**config.mk**
```make
export PLATFORM = sky130hd
export DESIGN_NAME = baro_sensor_compensation_top
export DESIGN_NICKNAME = d
export VERILOG_FILES = /design/src/design/bsc_pkg.sv /design/src/design/bsc_div.sv /design/src/design/bsc_alu.sv /design/src/design/baro_sensor_compensation_top.sv
export SDC_FILE = /design/constraint.sdc
export NUM_CORES = 2
export LEC_CHECK = 0
export BUFFER_PORTS_ARGS = -buffer_cell sky130_fd_sc_hd__buf_2
export CAP_MARGIN = 30
export CORE_MARGIN = 4
export CORE_UTILIZATION = 41
export CTS_BUF_LIST = sky130_fd_sc_hd__clkbuf_2 sky130_fd_sc_hd__clkbuf_4 sky130_fd_sc_hd__clkbuf_8
export CTS_CLUSTER_SIZE = 28
export DETAILED_ROUTE_END_ITERATION = 10
export PLACE_DENSITY_LB_ADDON = 0.12
export SYNTH_ARGS = -nofsm -noshare
export SYNTH_HDL_FRONTEND = slang
export SYNTH_SLANG_ARGS = --single-unit
```
**constraint.sdc**
```tcl
create_clock -name clk -period 32.1 [get_ports clk]
set_input_delay 3.21 -clock clk [delete_from_list [all_inputs] [get_ports clk]]
set_output_delay 3.21 -clock clk [all_outputs]
set_load 0.03 [all_outputs]
```
**src/design/bsc_pkg.sv**
```systemverilog
package bsc_pkg;

    typedef enum logic [1:0] {
        ALU_MUL,
        ALU_ADD,
        ALU_SUB
    } alu_op_t;

    typedef enum logic [4:0] {
        ST_IDLE,
        ST_T0,
        ST_T1,
        ST_T2,
        ST_TDIV,
        ST_T3,
        ST_P0,
        ST_P1,
        ST_P2,
        ST_P3,
        ST_P4,
        ST_P5,
        ST_P6,
        ST_P7,
        ST_P8,
        ST_P9,
        ST_P10,
        ST_P11,
        ST_P12,
        ST_P13,
        ST_P14,
        ST_P15,
        ST_P16,
        ST_OUT
    } state_t;

    typedef enum logic [2:0] {
        REG_AC1,
        REG_AC2,
        REG_AC3,
        REG_AC4,
        REG_AC5_AC6,
        REG_B1_B2,
        REG_MC_MD
    } reg_idx_t;

    localparam int unsigned NUM_REGS = 7;

    typedef struct packed {
        logic        start;
        logic        sgn;
        logic [31:0] num;
        logic [31:0] den;
    } div_req_t;

    typedef struct packed {
        logic        done;
        logic [31:0] quo;
    } div_rsp_t;

    function automatic logic [31:0] asr32(input logic [31:0] v, input int unsigned s);
        asr32 = 32'($signed(v) >>> s);
    endfunction

endpackage

```
**src/design/bsc_div.sv**
```systemverilog
module bsc_div (
    input  logic              clk,
    input  logic              rst_n,
    input  bsc_pkg::div_req_t req,
    output bsc_pkg::div_rsp_t rsp
);
    import bsc_pkg::*;

    logic [31:0] rem_reg, rem_next;
    logic [31:0] quo_reg, quo_next;
    logic [31:0] den_reg, den_next;
    logic [5:0]  cnt_reg, cnt_next;
    logic        busy_reg, busy_next;
    logic        neg_reg, neg_next;
    logic        done_reg, done_next;
    logic [32:0] trial;
    logic [31:0] an;
    logic [31:0] bn;

    // restoring divider, one quotient bit per cycle, sign fixed at the end
    always_comb
    begin
        an = (req.sgn && req.num[31]) ? (32'd0 - req.num) : req.num;
        bn = (req.sgn && req.den[31]) ? (32'd0 - req.den) : req.den;
        trial = {rem_reg, quo_reg[31]} - {1'b0, den_reg};
        rem_next = rem_reg;
        quo_next = quo_reg;
        den_next = den_reg;
        cnt_next = cnt_reg;
        busy_next = busy_reg;
        neg_next = neg_reg;
        done_next = 1'b0;
        if (req.start)
        begin
            rem_next = '0;
            quo_next = an;
            den_next = bn;
            cnt_next = 6'd32;
            busy_next = 1'b1;
            neg_next = req.sgn && (req.num[31] ^ req.den[31]);
        end
        else if (busy_reg)
        begin
            if (trial[32])
            begin
                rem_next = {rem_reg[30:0], quo_reg[31]};
                quo_next = {quo_reg[30:0], 1'b0};
            end
            else
            begin
                rem_next = trial[31:0];
                quo_next = {quo_reg[30:0], 1'b1};
            end
            cnt_next = cnt_reg - 6'd1;
            if (cnt_reg == 6'd1)
            begin
                busy_next = 1'b0;
                done_next = 1'b1;
            end
        end
    end

    always_ff @(posedge clk or negedge rst_n)
    begin
        if (!rst_n)
        begin
            busy_reg <= 1'b0;
            done_reg <= 1'b0;
            cnt_reg  <= '0;
        end
        else
        begin
            busy_reg <= busy_next;
            done_reg <= done_next;
            cnt_reg  <= cnt_next;
        end
    end

    always_ff @(posedge clk)
    begin
        rem_reg <= rem_next;
        quo_reg <= quo_next;
        den_reg <= den_next;
        neg_reg <= neg_next;
    end

    assign rsp.done = done_reg;
    assign rsp.quo  = neg_reg ? (32'd0 - quo_reg) : quo_reg;

`ifndef NO_ASSERTIONS
    a_done_after_busy: assert property (@(posedge clk) disable iff (!rst_n)
        done_reg |-> !busy_reg) else $error("divider done while busy");
    a_cnt_busy: assert property (@(posedge clk) disable iff (!rst_n)
        busy_reg |-> cnt_reg != 6'd0) else $error("divider count underflow");
    a_done_pulse: assert property (@(posedge clk) disable iff (!rst_n)
        done_reg |=> !done_reg) else $error("divider done held");
`endif

endmodule

```
**src/design/bsc_alu.sv**
```systemverilog
module bsc_alu (
    input  bsc_pkg::alu_op_t op,
    input  logic [31:0]      a,
    input  logic [31:0]      b,
    output logic [31:0]      y
);
    import bsc_pkg::*;

    // shared 32x32 wrapping multiplier / adder / subtractor
    always_comb
    begin
        unique case (op)
            ALU_MUL: y = 32'(a * b);
            ALU_ADD: y = a + b;
            ALU_SUB: y = a - b;
            default: y = a;
        endcase
    end

endmodule

```
**src/design/baro_sensor_compensation_top.sv**
```systemverilog
// Channel | Dir | Fields, lowest bit first
// s_axis  | in  | tdata: raw_value[15:0]; tuser: op
// m_axis  | out | tdata: temperature_tenths[15:0], pressure_pa[33:16], math_error[34]
//         |     | tuser: result_kind
// apb     | in  | seven calibration registers at byte address 4*i
// Temperature transaction: steps T0, T1, T2, divider wait TDIV, T3, then OUT; T2 goes
// straight to OUT on a zero divisor. Pressure: P0 to P16 with a divider wait in P12,
// P10 going straight to OUT on B4 == 0. Outside the divider waits, the shared ALU does
// one multiply/add per cycle; s_axis_tready is high only in idle, so items never overlap.
// A finished result waits in its own output register; the sequencer stalls in its
// last step only while the previous result is still unaccepted. Reset clears control
// state, B5 and the calibration registers.
module baro_sensor_compensation_top (
    input  logic        clk,
    input  logic        rst_n,
    input  logic        s_axis_tvalid,
    output logic        s_axis_tready,
    input  logic [15:0] s_axis_tdata,   // raw_value[15:0]
    input  logic        s_axis_tuser,   // op
    output logic        m_axis_tvalid,
    input  logic        m_axis_tready,
    output logic [39:0] m_axis_tdata,   // temperature_tenths, pressure_pa, math_error, pad
    output logic        m_axis_tuser,   // result_kind
    input  logic        psel,
    input  logic        penable,
    input  logic        pwrite,
    input  logic [4:0]  paddr,
    input  logic [31:0] pwdata,
    output logic [31:0] prdata,
    output logic        pready
);
    import bsc_pkg::*;

    logic [15:0] ac1_reg, ac2_reg, ac3_reg, ac4_reg;
    logic [31:0] ac56_reg, b12_reg, mcmd_reg;
    logic [31:0] b5_reg, b5_next;
    state_t      st_reg, st_next;
    logic [31:0] acc_reg, acc_next;   // working value / X1
    logic [31:0] t1_reg, t1_next;     // B6 / X2 / p
    logic [31:0] t2_reg, t2_next;     // sq / B7
    logic [31:0] t3_reg, t3_next;     // x-part / B3
    logic        op_reg;
    logic [15:0] raw_reg;
    logic        ov_reg, ov_next;
    logic        err_reg, err_next;
    logic [15:0] tout_reg, tout_next;
    logic [17:0] pout_reg, pout_next;
    logic        res_kind_reg;
    logic        res_err_reg;
    logic [15:0] res_tout_reg;
    logic [17:0] res_pout_reg;
    logic        out_free;
    logic        load_out;
    alu_op_t     aop;
    logic [31:0] aa, ab, ay;
    div_req_t    dreq;
    div_rsp_t    drsp;
    logic        take;
    logic        wr;
    logic [2:0]  ridx;
    logic [31:0] sq_ac1, sq_ac2, sq_ac3, sq_b1, sq_b2, sq_mc, sq_md;
    logic [31:0] t4;

    assign sq_ac1 = 32'($signed(ac1_reg));
    assign sq_ac2 = 32'($signed(ac2_reg));
    assign sq_ac3 = 32'($signed(ac3_reg));
    assign sq_b1  = 32'($signed(b12_reg[31:16]));
    assign sq_b2  = 32'($signed(b12_reg[15:0]));
    assign sq_mc  = 32'($signed(mcmd_reg[31:16]));
    assign sq_md  = 32'($signed(mcmd_reg[15:0]));

    // APB
    assign pready = 1'b1;
    assign ridx   = paddr[4:2];
    assign wr     = psel && penable && pwrite && pready;
    always_comb
    begin
        unique case (ridx)
            REG_AC1:     prdata = {16'd0, ac1_reg};
            REG_AC2:     prdata = {16'd0, ac2_reg};
            REG_AC3:     prdata = {16'd0, ac3_reg};
            REG_AC4:     prdata = {16'd0, ac4_reg};
            REG_AC5_AC6: prdata = ac56_reg;
            REG_B1_B2:   prdata = b12_reg;
            REG_MC_MD:   prdata = mcmd_reg;
            default:     prdata = '0;
        endcase
    end

    always_ff @(posedge clk or negedge rst_n)
    begin
        if (!rst_n)
        begin
            ac1_reg <= '0; ac2_reg <= '0; ac3_reg <= '0; ac4_reg <= '0;
            ac56_reg <= '0; b12_reg <= '0; mcmd_reg <= '0;
        end
        else if (wr)
        begin
            unique case (ridx)
                REG_AC1:     ac1_reg  <= pwdata[15:0];
                REG_AC2:     ac2_reg  <= pwdata[15:0];
                REG_AC3:     ac3_reg  <= pwdata[15:0];
                REG_AC4:     ac4_reg  <= pwdata[15:0];
                REG_AC5_AC6: ac56_reg <= pwdata;
                REG_B1_B2:   b12_reg  <= pwdata;
                REG_MC_MD:   mcmd_reg <= pwdata;
                default:     ;
            endcase
        end
    end

    assign s_axis_tready = (st_reg == ST_IDLE);
    assign take = s_axis_tvalid && s_axis_tready;
    // output register free now or emptied at this edge
    assign out_free = !ov_reg || m_axis_tready;

    bsc_alu u_alu (.op(aop), .a(aa), .b(ab), .y(ay));
    bsc_div u_div (.clk(clk), .rst_n(rst_n), .req(dreq), .rsp(drsp));

    // next state
    always_comb
    begin
        st_next = st_reg;
        unique case (st_reg)
            ST_IDLE: if (take) st_next = s_axis_tuser ? ST_P0 : ST_T0;
            ST_T0:   st_next = ST_T1;
            ST_T1:   st_next = ST_T2;
            ST_T2:   st_next = (ay == 32'd0) ? ST_OUT : ST_TDIV;
            ST_TDIV: if (drsp.done) st_next = ST_T3;
            ST_T3:   st_next = ST_OUT;
            ST_P0:   st_next = ST_P1;
            ST_P1:   st_next = ST_P2;
            ST_P2:   st_next = ST_P3;
            ST_P3:   st_next = ST_P4;
            ST_P4:   st_next = ST_P5;
            ST_P5:   st_next = ST_P6;
            ST_P6:   st_next = ST_P7;
            ST_P7:   st_next = ST_P8;
            ST_P8:   st_next = ST_P9;
            ST_P9:   st_next = ST_P10;
            ST_P10:  st_next = (acc_reg == 32'd0) ? ST_OUT : ST_P11;
            ST_P11:  st_next = ST_P12;
            ST_P12:  if (drsp.done) st_next = ST_P13;
            ST_P13:  st_next = ST_P14;
            ST_P14:  st_next = ST_P15;
            ST_P15:  st_next = ST_P16;
            ST_P16:  st_next = ST_OUT;
            ST_OUT:  if (out_free) st_next = ST_IDLE;
            default: st_next = ST_IDLE;
        endcase
    end

    // datapath / outputs
    always_comb
    begin
        aop = ALU_ADD; aa = acc_reg; ab = 32'd0;
        acc_next = acc_reg; t1_next = t1_reg; t2_next = t2_reg; t3_next = t3_reg;
        b5_next = b5_reg; err_next = err_reg; tout_next = tout_reg;
        pout_next = pout_reg; ov_next = ov_reg;
        dreq = '0; t4 = '0; load_out = 1'b0;
        if (ov_reg && m_axis_tready) ov_next = 1'b0;
        unique case (st_reg)
            ST_IDLE:
            begin
                if (take)
                begin
                    err_next = 1'b0; tout_next = '0; pout_next = '0;
                end
            end
            ST_T0:
            begin
                aop = ALU_SUB; aa = {16'd0, raw_reg}; ab = {16'd0, ac56_reg[15:0]};
                acc_next = ay;
            end
            ST_T1:
            begin
                aop = ALU_MUL; aa = acc_reg; ab = {16'd0, ac56_reg[31:16]};
                acc_next = asr32(ay, 15);
            end
            ST_T2:
            begin
                aop = ALU_ADD; aa = acc_reg; ab = sq_md;
                t1_next = ay;
                if (ay == 32'd0) err_next = 1'b1;
                dreq.start = (ay != 32'd0); dreq.sgn = 1'b1;
                dreq.num = {sq_mc[20:0], 11'd0}; dreq.den = ay;
            end
            ST_TDIV:
            begin
                if (drsp.done) t1_next = drsp.quo;   // X2
            end
            ST_T3:
            begin
                aop = ALU_ADD; aa = acc_reg; ab = t1_reg;
                b5_next = ay;
                t4 = asr32(ay + 32'd8, 4);
                if ($signed(t4) > 32'sd32767) tout_next = 16'h7FFF;
                else if ($signed(t4) < -32'sd32768) tout_next = 16'h8000;
                else tout_next = t4[15:0];
            end
            ST_P0:
            begin
                aop = ALU_SUB; aa = b5_reg; ab = 32'd4000;
                t1_next = ay;                        // B6
            end
            ST_P1:
            begin
                aop = ALU_MUL; aa = t1_reg; ab = t1_reg;
                t2_next = asr32(ay, 12);             // sq
            end
            ST_P2:
            begin
                aop = ALU_MUL; aa = sq_b2; ab = t2_reg;
                acc_next = asr32(ay, 11);
            end
            ST_P3:
            begin
                aop = ALU_MUL; aa = sq_ac2; ab = t1_reg;
                t3_next = asr32(ay, 11);
            end
            ST_P4:
            begin
                aop = ALU_ADD; aa = acc_reg; ab = t3_reg;
                acc_next = ay + 32'd2;               // X3 + 2
            end
            ST_P5:
            begin
                aop = ALU_ADD; aa = {sq_ac1[29:0], 2'd0}; ab = acc_reg;
                t3_next = asr32(ay, 2);              // B3 in t3
            end
            ST_P6:
            begin
                aop = ALU_MUL; aa = sq_ac3; ab = t1_reg;
                acc_next = asr32(ay, 13);
            end
            ST_P7:
            begin
                aop = ALU_MUL; aa = sq_b1; ab = t2_reg;
                t2_next = asr32(ay, 16);
            end
            ST_P8:
            begin
                aop = ALU_ADD; aa = acc_reg; ab = t2_reg;
                acc_next = asr32(ay + 32'd2, 2) + 32'd32768;
            end
            ST_P9:
            begin
                aop = ALU_MUL; aa = {16'd0, ac4_reg}; ab = acc_reg;
                acc_next = ay >> 15;                 // B4
            end
            ST_P10:
            begin
                aop = ALU_SUB; aa = {16'd0, raw_reg}; ab = t3_reg;
                t2_next = ay;                        // UP - B3
                if (acc_reg == 32'd0) err_next = 1'b1;
            end
            ST_P11:
            begin
                aop = ALU_MUL; aa = t2_reg; ab = 32'd50000;
                t2_next = ay;                        // B7
                dreq.start = 1'b1; dreq.sgn = 1'b0;
                dreq.num = ay[31] ? ay : {ay[30:0], 1'b0}; dreq.den = acc_reg;
            end
            ST_P12:
            begin
                if (drsp.done)
                    t1_next = t2_reg[31] ? {drsp.quo[30:0], 1'b0} : drsp.quo;  // p
            end
            ST_P13:
            begin
                aop = ALU_MUL; aa = asr32(t1_reg, 8); ab = asr32(t1_reg, 8);
                acc_next = ay;
            end
            ST_P14:
            begin
                aop = ALU_MUL; aa = acc_reg; ab = 32'd3038;
                acc_next = asr32(ay, 16);
            end
            ST_P15:
            begin
                aop = ALU_MUL; aa = t1_reg; ab = 32'd0 - 32'd7357;
                acc_next = acc_reg + asr32(ay, 16) + 32'd3791;
            end
            ST_P16:
            begin
                aop = ALU_ADD; aa = t1_reg; ab = asr32(acc_reg, 4);
                if (ay[31]) pout_next = '0;
                else if (ay > 32'd262143) pout_next = 18'h3FFFF;
                else pout_next = ay[17:0];
            end
            ST_OUT:
            begin
                if (out_free)
                begin
                    load_out = 1'b1;
                    ov_next  = 1'b1;
                end
            end
            default: ;
        endcase
    end

    always_ff @(posedge clk or negedge rst_n)
    begin
        if (!rst_n)
        begin
            st_reg <= ST_IDLE;
            ov_reg <= 1'b0;
            b5_reg <= '0;
        end
        else
        begin
            st_reg <= st_next;
            ov_reg <= ov_next;
            b5_reg <= b5_next;
        end
    end

    always_ff @(posedge clk)
    begin
        acc_reg  <= acc_next;
        t1_reg   <= t1_next;
        t2_reg   <= t2_next;
        t3_reg   <= t3_next;
        err_reg  <= err_next;
        tout_reg <= tout_next;
        pout_reg <= pout_next;
        if (take)
        begin
            op_reg  <= s_axis_tuser;
            raw_reg <= s_axis_tdata;
        end
        if (load_out)
        begin
            res_kind_reg <= op_reg;
            res_err_reg  <= err_reg;
            res_tout_reg <= tout_reg;
            res_pout_reg <= pout_reg;
        end
    end

    assign m_axis_tvalid = ov_reg;
    assign m_axis_tuser  = res_kind_reg;
    assign m_axis_tdata  = {5'd0, res_err_reg, res_pout_reg, res_tout_reg};

`ifndef NO_ASSERTIONS
    a_no_accept_busy: assert property (@(posedge clk) disable iff (!rst_n)
        (st_reg != ST_IDLE) |-> !s_axis_tready) else $error("accept while busy");
    a_err_zero: assert property (@(posedge clk) disable iff (!rst_n)
        (m_axis_tvalid && res_err_reg) |-> (res_tout_reg == 16'd0 && res_pout_reg == 18'd0))
        else $error("error result carries value");
    a_kind_fields: assert property (@(posedge clk) disable iff (!rst_n)
        (m_axis_tvalid && !res_kind_reg) |-> res_pout_reg == 18'd0)
        else $error("pressure in temperature result");
    a_out_hold: assert property (@(posedge clk) disable iff (!rst_n)
        (m_axis_tvalid && !m_axis_tready) |=>
            (m_axis_tvalid && $stable(m_axis_tdata) && $stable(m_axis_tuser)))
        else $error("result changed while waiting");
`endif

endmodule

```
==> flow_summary.yaml <==
synthesis:
  ys_types: 107
  synth_edf_count: 279
  synth_area_um2: 52100
  synth_top_area_frac: 0.161
  postSynthCellCount: 5834
  avgSynthCellArea_um2: 8.93
  ys_ff_latch: 517
  synth_top_flop_cell: "edfxtp_1"
  synthArstFlopShare: 0.398
  ys_seq_area_frac: 0.272
  yosys.area.top_type: "edfxtp_1"
  yosys_warnings: 0
  synthTopCellsByArea: "edfxtp_1, fa_1, dfrtp_1"
final_layout:
  fin_area_um2: 57000
  area_growth_pct: 9.33
  postLayoutCoreUtil: 0.453
  drive_above_1_share: 0.127
  layout.nets: 6591
clock_tree:
  cts_hold_buf: 0
  ctsHtreeMaxLevel: 3
  cts_setup_buffers: 0
  cts_tree: "done"
  path_clk_slew_ps: 70
  clk_latency_ps: 800
  cts_buffer_depth: 3
  cts.sinks: 517
  post_cts_resized: 0
  cts_made_buffers: 90
  root_buffer: "clkbuf_8"
floorplanning:
  die_h_um: 365
  initial_core_util: 0.414
  core_area_um2: 126000
  die_x_um: 365
  die_area_um2: 133000
  io_pins: 137
  fp-row-count: 130
route:
  drt-met1-wl_um: 88200
  wirelength_um: 225000
  wl_per_cell_um: 29.6
  dr.max_layer_used: "met5"
  first_pass_iters: 7
  dr_wl_met3_um: 21900
  num_vias: 46726
  routed_via_density: 6.15
  postRouteAntennaNets: 0
  post-route-drc-count: 0
  wl_met2_um: 98000
  drtIter0Drc: 5851
worst_setup_path:
  required_ps: 32610
  crit_arrival_ps: 17010
  crit_path_top_delay_cell: "nor2_4"
  crit_path_frequent_cell: "inv_1"
  max_stage_delay_ps: 970
  cp-start-kind: "register"
  crit_path_max_fanout: 35
  critical_path_class: "register to register"
  critPathCaptureType: "register"
timing:
  hold_viol: 0
  finalClockSkew_ps: 67.6
  tightest_slew_ps: 1140
  fmax_mhz: 60.6
  worst_slack_ps: 15600
  period_minus_slack_ps: 16510
  setup_tns_ps: 0
  fin_crit_sh: 0.514
  setup_viol: 0
  slew_viol_final: 0
  slew_headroom: 0.238
  grt_setup_unrepaired: "false"
place:
  dp_hpwl_um: 163000
  pre_cts_slack_ps: 15970
  post_dp_cell_area_um2: 55000
  place_congestion: 0.982
  port_buffers: 128
status:
  status: "complete, no violations"
job:
  maxCapViolCount: 0
global_route:
  grt_antenna_before_repair: 12
  overflow: 0
  grt_pass1_wl_um: 324000
  grt_pass1_vias: 45880
  grt_use_total: 0.335
  grt_start_max_net_pins: 84
worst_hold_path:
  hold_class: "register to register"
## cells in the mapped netlist (36+ instances only)
cell,instances
nand2_1,634
inv_1,623
nor2_1,588
fa_1,411
a21oi_1,298
edfxtp_1,279
clkbuf_1,274
o21ai_0,261
ha_1,257
dfrtp_1,206
xnor2_1,199
mux2_2,172
nand3_1,101
a22oi_1,85
nand2b_1,85
mux2i_1,83
xor2_1,81
a211oi_1,78
o221ai_1,73
nor3_1,71
and3_1,60
nor2b_1,47
a31oi_1,46
a22o_1,45
a21o_1,40
buf_2,36
## per-layer routing
layer  vias up  global-route usage
met5         -                   0
met4        10               0.197
met3       619              0.0739
met2      2554               0.520
met1     23307               0.431
li1      20236                   -
## final timing paths
check | from | slack, ps | depth (start not counted) | to
max | st_reg[2]$_DFFE_PN0P_ | 15600 | 55 | acc_reg[31]$_DFFE_PP_
min in group asynchronous | rst_n | 2400 | 1 | u_div.cnt_reg[2]$_DFFE_PN0P_
max in group asynchronous | rst_n | 28130 | 2 | b12_reg[9]$_DFFE_PN0P_
min | tout_reg[0]$_SDFFCE_PN0P_ | 420 | 0 | res_tout_reg[0]$_DFFE_PP_
max reg2reg | st_reg[2]$_DFFE_PN0P_ | 15600 | 55 | acc_reg[31]$_DFFE_PP_
min reg2reg | tout_reg[0]$_SDFFCE_PN0P_ | 420 | 0 | res_tout_reg[0]$_DFFE_PP_
## per-stage QoR
step,instances,hold WS (ps)
floorplan,5838,400
global placement,7408,403
detailed placement,7419,405
CTS,7586,420
global route,7588,424
finish,7592,418
## worst max-delay path, delay by kind of cell (launching register included)
kind                     cells  cell delay [ps]
AO/OA/AOI/OAI               20             4760
XOR/XNOR                     1              160
adder cells (fa/ha/maj)     11             4700
buffers and inverters       12             2880
flip-flops                   1              690
multiplexers                 2              450
AND/OR/NAND/NOR              9             2470
## placed cells by master, fill, tap and decap left out, drive strengths merged, types with 173 or more instances in the layout
cell,n
a21oi,298
buf,303
dfrtp,206
edfxtp,279
fa,411
ha,257
inv,630
mux2,173
nand2,634
nor2,588
o21ai,268
xnor2,200
## final cells by class
cell class,count,area (um2)
diodes,5,12.5
clock buffers,123,1540
clock inverters,44,399
fillers,12474,68900
inverters,642,2410
multi-input cells,4307,34300
flip-flops and latches,517,14200
well taps,1650,2060
repair buffers,304,2030
## cell families after synthesis
| group | after synthesis | share of synthesized area |
|---|---|---|
| simple gates | 1803 | 0.158 |
| compound gates | 1279 | 0.167 |
| buf+inv | 1014 | 0.0770 |
| fa+ha+maj | 668 | 0.220 |
| flops | 517 | 0.272 |
| xor+xnor | 289 | 0.0507 |
| mux | 262 | 0.0560 |
| other cells | 2 | 0.000144 |
Power is not shown: default switching activity piles up to over one toggle a cycle in this logic, so the estimate is an artifact.
